`src/sv/pmp_pkg.sv`:
```
`timescale 1ns / 1ps

package pmp_pkg;

	localparam logic [3:0] PH_START      = 4'd0;
	localparam logic [3:0] PH_QUOTED     = 4'd1;
	localparam logic [3:0] PH_QUOTE_SEEN = 4'd2;
	localparam logic [3:0] PH_LABEL      = 4'd3;
	localparam logic [3:0] PH_VALUE      = 4'd4;
	localparam logic [3:0] PH_UNIT       = 4'd5;
	localparam logic [3:0] PH_WARN       = 4'd6;
	localparam logic [3:0] PH_CRIT       = 4'd7;
	localparam logic [3:0] PH_MIN        = 4'd8;
	localparam logic [3:0] PH_MAX        = 4'd9;
	localparam logic [3:0] PH_ERROR      = 4'd10;

	localparam logic [1:0] EV_NONE  = 2'd0;
	localparam logic [1:0] EV_EMIT  = 2'd1;
	localparam logic [1:0] EV_DROP  = 2'd2;
	localparam logic [1:0] EV_ERROR = 2'd3;

	localparam logic [2:0] TAG_NONE  = 3'd0;
	localparam logic [2:0] TAG_LABEL = 3'd1;
	localparam logic [2:0] TAG_VALUE = 3'd2;
	localparam logic [2:0] TAG_UNIT  = 3'd3;

	localparam logic [7:0] CH_SPACE = 8'h20;
	localparam logic [7:0] CH_QUOTE = 8'h27;
	localparam logic [7:0] CH_EQ    = 8'h3d;
	localparam logic [7:0] CH_SEMI  = 8'h3b;

	typedef struct packed {
		logic [7:0] in_byte;
		logic       in_last;
	} pmp_in_t;

	typedef struct packed {
		logic [7:0] out_byte;
		logic [2:0] field_tag;
		logic       field_start;
		logic [2:0] fields_given;
		logic [1:0] metric_event;
		logic       out_last;
	} pmp_out_t;

	typedef struct packed {
		logic [3:0] phase;
		logic       label_has_equals;
		logic       label_nonempty;
		logic       value_nonempty;
		logic       unit_seen;
		logic       thr_nonempty;
	} pmp_state_t;

	localparam pmp_state_t PMP_STATE_RESET = '{
		phase: PH_START,
		label_has_equals: 1'b0,
		label_nonempty: 1'b0,
		value_nonempty: 1'b0,
		unit_seen: 1'b0,
		thr_nonempty: 1'b0
	};

endpackage

```
`src/sv/pmp_step.sv`:
```
`timescale 1ns / 1ps

module pmp_step import pmp_pkg::*; (
	input  pmp_state_t cur,
	input  logic [7:0] chr,
	output pmp_state_t nxt,
	output pmp_out_t   res
);

	logic is_ws;
	logic is_num;
	logic [2:0] given;

	assign is_ws = (chr == CH_SPACE) || (chr >= 8'd9 && chr <= 8'd13);
	assign is_num = (chr >= 8'h30 && chr <= 8'h39) || chr == 8'h2b || chr == 8'h2d
		|| chr == 8'h2c || chr == 8'h2e;
	assign given = 3'(cur.phase - 4'd2);

	always_comb begin
		nxt = cur;
		res = '0;
		unique case (cur.phase) inside
			PH_START: begin
				if (chr == CH_QUOTE) begin
					nxt.label_has_equals = 1'b0;
					nxt.label_nonempty = 1'b0;
					nxt.phase = PH_QUOTED;
				end else if (chr == CH_EQ) begin
					res.metric_event = EV_ERROR;
					nxt.phase = PH_ERROR;
				end else if (!is_ws) begin
					nxt.label_has_equals = 1'b0;
					nxt.label_nonempty = 1'b1;
					res.out_byte = chr;
					res.field_tag = TAG_LABEL;
					res.field_start = 1'b1;
					nxt.phase = PH_LABEL;
				end
			end
			PH_QUOTED: begin
				if (chr == CH_QUOTE) begin
					nxt.phase = PH_QUOTE_SEEN;
				end else begin
					res.out_byte = chr;
					res.field_tag = TAG_LABEL;
					res.field_start = !cur.label_nonempty;
					nxt.label_nonempty = 1'b1;
					if (chr == CH_EQ) begin
						nxt.label_has_equals = 1'b1;
					end
				end
			end
			PH_QUOTE_SEEN: begin
				if (chr == CH_QUOTE) begin
					res.out_byte = chr;
					res.field_tag = TAG_LABEL;
					res.field_start = !cur.label_nonempty;
					nxt.label_nonempty = 1'b1;
					nxt.phase = PH_QUOTED;
				end else if (chr == CH_EQ && cur.label_nonempty) begin
					nxt.value_nonempty = 1'b0;
					nxt.unit_seen = 1'b0;
					nxt.phase = PH_VALUE;
				end else begin
					res.metric_event = EV_ERROR;
					nxt.phase = PH_ERROR;
				end
			end
			PH_LABEL: begin
				if (chr == CH_QUOTE || is_ws) begin
					res.metric_event = EV_ERROR;
					nxt.phase = PH_ERROR;
				end else if (chr == CH_EQ) begin
					nxt.value_nonempty = 1'b0;
					nxt.unit_seen = 1'b0;
					nxt.phase = PH_VALUE;
				end else begin
					res.out_byte = chr;
					res.field_tag = TAG_LABEL;
				end
			end
			PH_VALUE: begin
				if (is_num) begin
					res.out_byte = chr;
					res.field_tag = TAG_VALUE;
					res.field_start = !cur.value_nonempty;
					nxt.value_nonempty = 1'b1;
				end else if (!cur.value_nonempty) begin
					res.metric_event = EV_ERROR;
					nxt.phase = PH_ERROR;
				end else if (chr == CH_SEMI) begin
					nxt.unit_seen = 1'b0;
					nxt.thr_nonempty = 1'b0;
					nxt.phase = PH_WARN;
				end else if (is_ws) begin
					if (cur.label_has_equals) begin
						res.metric_event = EV_DROP;
					end else begin
						res.metric_event = EV_EMIT;
						res.fields_given = given;
					end
					nxt.phase = PH_START;
				end else begin
					nxt.unit_seen = 1'b1;
					res.out_byte = chr;
					res.field_tag = TAG_UNIT;
					res.field_start = 1'b1;
					nxt.phase = PH_UNIT;
				end
			end
			PH_UNIT, PH_WARN, PH_CRIT, PH_MIN, PH_MAX: begin
				if (chr == CH_SEMI) begin
					if (cur.phase == PH_MAX) begin
						res.metric_event = EV_ERROR;
						nxt.phase = PH_ERROR;
					end else begin
						nxt.thr_nonempty = 1'b0;
						nxt.phase = (cur.phase == PH_UNIT) ? PH_WARN : cur.phase + 4'd1;
					end
				end else if (is_ws) begin
					if (cur.label_has_equals) begin
						res.metric_event = EV_DROP;
					end else begin
						res.metric_event = EV_EMIT;
						res.fields_given = given;
					end
					nxt.phase = PH_START;
				end else if (cur.phase == PH_UNIT) begin
					res.out_byte = chr;
					res.field_tag = TAG_UNIT;
				end else begin
					res.out_byte = chr;
					res.field_tag = given;
					res.field_start = !cur.thr_nonempty;
					nxt.thr_nonempty = 1'b1;
				end
			end
			default: begin
				if (is_ws) begin
					nxt.phase = PH_START;
				end
			end
		endcase
	end

endmodule

```
`src/sv/perfdata_metric_parser_unit.sv`:
```
`timescale 1ns / 1ps

// channel | signals                      | word
// input   | in_valid, in_ready, in_data  | pmp_in_t: one text byte and last mark
// output  | out_valid, out_ready, out_data | pmp_out_t: tagged byte and metric event
//
// one word per clock unless the output stalls; each result is registered from its word
// the parse state and the result register update in the same cycle, the
// implied space after a last word is evaluated in that same cycle
// reset returns to the start phase with no result pending
// in_ready is high whenever the result register is empty or being taken

module perfdata_metric_parser_unit import pmp_pkg::*; (
	input  logic     clk,
	input  logic     arst_n,
	input  logic     in_valid,
	output logic     in_ready,
	input  pmp_in_t  in_data,
	output logic     out_valid,
	input  logic     out_ready,
	output pmp_out_t out_data
);

	pmp_state_t state_q;
	pmp_state_t mid_state;
	pmp_state_t end_state;
	pmp_out_t   byte_res;
	pmp_out_t   space_res;
	pmp_out_t   res;
	pmp_out_t   res_q;
	logic       valid_q;
	logic       accept;

	pmp_step u_byte (
		.cur(state_q),
		.chr(in_data.in_byte),
		.nxt(mid_state),
		.res(byte_res)
	);

	// implied space after the last word
	pmp_step u_space (
		.cur(mid_state),
		.chr(CH_SPACE),
		.nxt(end_state),
		.res(space_res)
	);

	assign in_ready = !valid_q || out_ready;
	assign accept = in_valid && in_ready;

	always_comb begin
		res = byte_res;
		res.out_last = in_data.in_last;
		if (in_data.in_last && byte_res.metric_event == EV_NONE) begin
			res.metric_event = space_res.metric_event;
			res.fields_given = space_res.fields_given;
		end
	end

	always_ff @(posedge clk or negedge arst_n) begin
		if (!arst_n) begin
			state_q <= PMP_STATE_RESET;
			valid_q <= 1'b0;
		end else begin
			if (accept) begin
				state_q <= in_data.in_last ? PMP_STATE_RESET : mid_state;
				valid_q <= 1'b1;
			end else if (out_ready) begin
				valid_q <= 1'b0;
			end
		end
	end

	always_ff @(posedge clk) begin
		if (accept) begin
			res_q <= res;
		end
	end

	assign out_valid = valid_q;
	assign out_data = res_q;

	// the end state of the implied space is discarded because a new text restarts from reset
	logic unused_end;
	assign unused_end = ^end_state;

endmodule
```
`config.mk`:
```
export PLATFORM = sky130hd
export DESIGN_NAME = perfdata_metric_parser_unit
export DESIGN_NICKNAME = d
export VERILOG_FILES = /design/src/sv/pmp_pkg.sv /design/src/sv/pmp_step.sv /design/src/sv/perfdata_metric_parser_unit.sv
export SDC_FILE = /design/constraint.sdc
export NUM_CORES = 1
export LEC_CHECK = 0
export BUFFER_PORTS_ARGS = -buffer_cell sky130_fd_sc_hd__buf_2
export CORE_MARGIN = 1.5
export CORE_UTILIZATION = 62
export DETAILED_ROUTE_END_ITERATION = 8
export GPL_TIMING_DRIVEN = 0
export HOLD_SLACK_MARGIN = 0.05
export PLACE_DENSITY_LB_ADDON = 0.1
export SLEW_MARGIN = 20
export SYNTH_ARGS = -nofsm -noshare
export SYNTH_HDL_FRONTEND = slang
export SYNTH_SLANG_ARGS = --single-unit
```
`constraint.sdc`:
```
create_clock -name clk -period 5.5 [get_ports clk]
set_input_delay 0.825 -clock clk [delete_from_list [all_inputs] [get_ports clk]]
set_output_delay 0.825 -clock clk [all_outputs]
set_load 0.01 [all_outputs]
```
==> summary.txt <==
Timing
  – Final Slew Violations: 0
  – Measured slew at the worst slew-check pin: 826 ps
  – Final Hold Fails: 0
  – PnR worst setup slack: 1420 ps
  – RSZ-0062 raised after global routing: no
  – Setup TNS: 0 ps
  – Fin crit period: 4080 ps
  – Setup skew after layout: 2.01 ps
  – Highest clock rate: 245 MHz
  – Setup violators final: 0
  – Hold WS: 384 ps
  – Slew Limit Headroom: 44.6%
  – Fin crit share: 74.2%

Hold path
  – Hold Crit Class: input pin to asynchronous set/reset pin

Place
  – DP Wirelength: 5.04 mm
  – Dpl cells: 350
  – Placed cell area: 2520 um^2
  – Port Buffers: 30
  – Routability cong.: 1.03
  – Setup WS pre-CTS: 1620 ps

Drt
  – Mean routed wirelength per cell: 18.6 um
  – Routed WL: 6.59 mm
  – Vias: 2429
  – DR iter-0 viols: 349
  – Post-route ant nets: 0
  – DRT Pass-1 Iters: 6
  – Vias per inst: 6.86
  – Drc violations: 0

Finish
  – Nets: 327
  – Synth-to-layout area growth: 11.0%
  – Antenna diodes: 0
  – Final Cell Area: 2560 um^2
  – Post-Layout Cell Count: 354
  – Commonest non-fill, non-tap cell in the layout: buf_2
  – Share of post-route cells with drive strength above 1: 18.8%
  – Most frequent cells in the layout: 34 x buf_2, 32 x nand2_1, 24 x nor2_1
  – Layout Utilization: 74.5%

Flow run
  – Max-cap violations: 0

Clocking
  – CTS Sinks: 27
  – CTS buffer count: 3
  – CTS tree: yes
  – Clock Latency Late Sink: 270 ps
  – Post-CTS resize count: 0
  – Longest Clk Path Bufs: 2
  – Post-CTS setup buffer count: 0
  – Max H-tree Level: 1
  – Hold_buf cts: 0
  – CTS root buffer: clkbuf_8
  – Clock-pin slew on the worst setup and hold paths: 90 ps

Synthesis
  – Yosys top cell by area: edfxtp_1
  – Post-synth top flop: edfxtp_1
  – Post-synthesis instance total: 274
  – Synthesized area: 2310 um^2
  – Largest cells by area after synthesis: edfxtp_1 23%, dfrtp_1 9.8%, nand2_1 5.2%, o21ai_0 3.9%, nor2_1 3.9%
  – Post-synthesis cell type count: 61
  – Synthesized Nets: 292
  – Yosys Warn Count: 0
  – Post-synth ARST share: 33.3%
  – Seq/Total Area, Yosys: 33.2%
  – Post-synth EDFFs: 18
  – Post-synth top area share: 23.4%
  – Number of synthesized register bits: 27
  – Mean post-synth cell area: 8.43 um^2

Die
  – Starting Density: 67.1%
  – Cell Rows: 21
  – Total core area: 3440 um^2
  – Chip Height: 64.0 um
  – Die footprint: 4100 um^2
  – Io pins: 33
  – Die W: 64.0 um

Pwr
  – VDD IR-drop max: 506 uV
  – Pwr/cell area: 603 nW/um^2
  – Tot Pwr: 1.55 mW
  – P_leak: 1.05 nW

Critical path
  – Largest delay share family, worst path: compound AO/OA/AOI/OAI gates
  – Levels on crit path: 12
  – Worst-path fanout max: 10
  – Worst path arrival time: 4200 ps
  – Most frequent cell on the critical path: a211oi_1
  – Critical-path cell list: inv_1 -> ha_1 -> clkbuf_1 -> o21bai_1 -> a211oi_1 -> nand2_1 -> a211oi_1 -> nor3_2 -> or3_4 -> o21a_1 -> o221a_1 -> o31ai_2
  – Crit-path max cell delay: 750 ps
  – Worst Reg2Reg Path Length in Cells: 12
  – Data required time of the worst path: 5610 ps
  – CP max stage cell: a211oi_1
  – CP startpoint kind: flip-flop
  – CP endpoint kind: flip-flop
  – Worst path buffer plus inverter count: 2
  – CP Class: flip-flop to flip-flop

Global route
  – Total track usage: 33.6%
  – First-pass GRT wire length: 10.6 mm
  – Total grt overflow: 0
  – Largest net degree at the start of global routing: 24
  – Vias in the first global route: 2177
  – Initial antenna violation count: 0

Run status
  – Status: complete, no violations
[synthesized netlist by cell type (2+ instances only)]
library cell and instances:
a211o_1 5, a211oi_1 4, a21o_1 2, a21oi_1 15, a22o_1 4, a311oi_1 2, a31oi_1 5, and2_1 4
and4b_1 2, buf_2 4, clkbuf_1 10, dfrtp_1 9, edfxtp_1 18, ha_1 5, inv_1 8, nand2_1 32
nand2b_1 4, nand3_1 7, nand3b_1 6, nand4_1 2, nand4b_1 2, nor2_1 24, nor2b_1 5, nor3_1 6
nor3_2 2, nor3b_1 3, nor4_1 6, o211ai_1 2, o21a_1 3, o21ai_0 18, o21ai_1 3, o21bai_1 4
o22ai_1 7, o311a_1 2, o31ai_1 2, o32ai_1 3, or2_2 3, or3_1 3, or3_4 2, or3b_2 4
or4b_1 2
[final timing paths]
kind | startpoint | to | slack [ps]
setup / recovery | state_q[6]$_DFFE_PN0P_ | out_data[1]$_DFFE_PP_ | 1420
hold / removal | arst_n | state_q[3]$_DFFE_PN0P_ | 380
setup reg to reg | state_q[6]$_DFFE_PN0P_ | out_data[1]$_DFFE_PP_ | 1420
hold reg to reg | state_q[0]$_DFFE_PN0P_ | state_q[0]$_DFFE_PN0P_ | 520
max in group asynchronous | arst_n | state_q[6]$_DFFE_PN0P_ | 4940
min in group clk | state_q[0]$_DFFE_PN0P_ | state_q[0]$_DFFE_PN0P_ | 520
[kinds of logic after synthesis]
| group | Yosys count | share of synthesized area, % |
|---|---|---|
| buffers and inverters | 23 | 4.12 |
| adders and majority gates | 5 | 2.71 |
| AOI/OAI and AO/OA | 90 | 27.6 |
| and+or+nand+nor | 129 | 32.4 |
| DFF | 27 | 33.2 |
[cell type report]
cell class                      instances  area, um^2
Inverter                                8        30.0
Timing Repair Buffer                   30         150
Fill cell                             278         878
Clock buffer                            3        41.3
Sequential cell                        27         766
Buffer                                 15        65.1
Multi-Input combinational cell        224        1450
Clock inverter                          1        5.00
Tap cell                               46        57.6
[sequential cells by signal, summed over array words and instances, names as in the netlist]
signal / flops
out_valid: 1
out_data: 18
state_q: 8
[layer usage]
metal  routed length (um)  track usage (%)  vias to the layer above  part of all wire [%]
met2                 2900             52.5                      191                    44
met3                  762             2.82                       33                    12
met4                  276             16.0                        0                   4.2
met1                 2660             47.1                     1089                    40
met5                    0                0                        -                     0
li1                     -                -                     1116                     -
[worst register-to-register path, delay by kind of cell, from the launching register on]
kind	cells	cell delay [ps]
DFF	1	490
AOI/OAI and AO/OA	6	1930
buffers and inverters	2	540
and+or+nand+nor	3	780
adders and majority gates	1	190
[power breakdown]
part / total (mW) / leakage, nW / internal, mW / switching (mW)
Sequential: 0.351 / 0.294 / 0.310 / 0.0412
Combinational: 1.09 / 0.729 / 0.413 / 0.672
Clock: 0.111 / 0.0255 / 0.0508 / 0.0597
No activity file was read; power rests on OpenSTA's default activity.
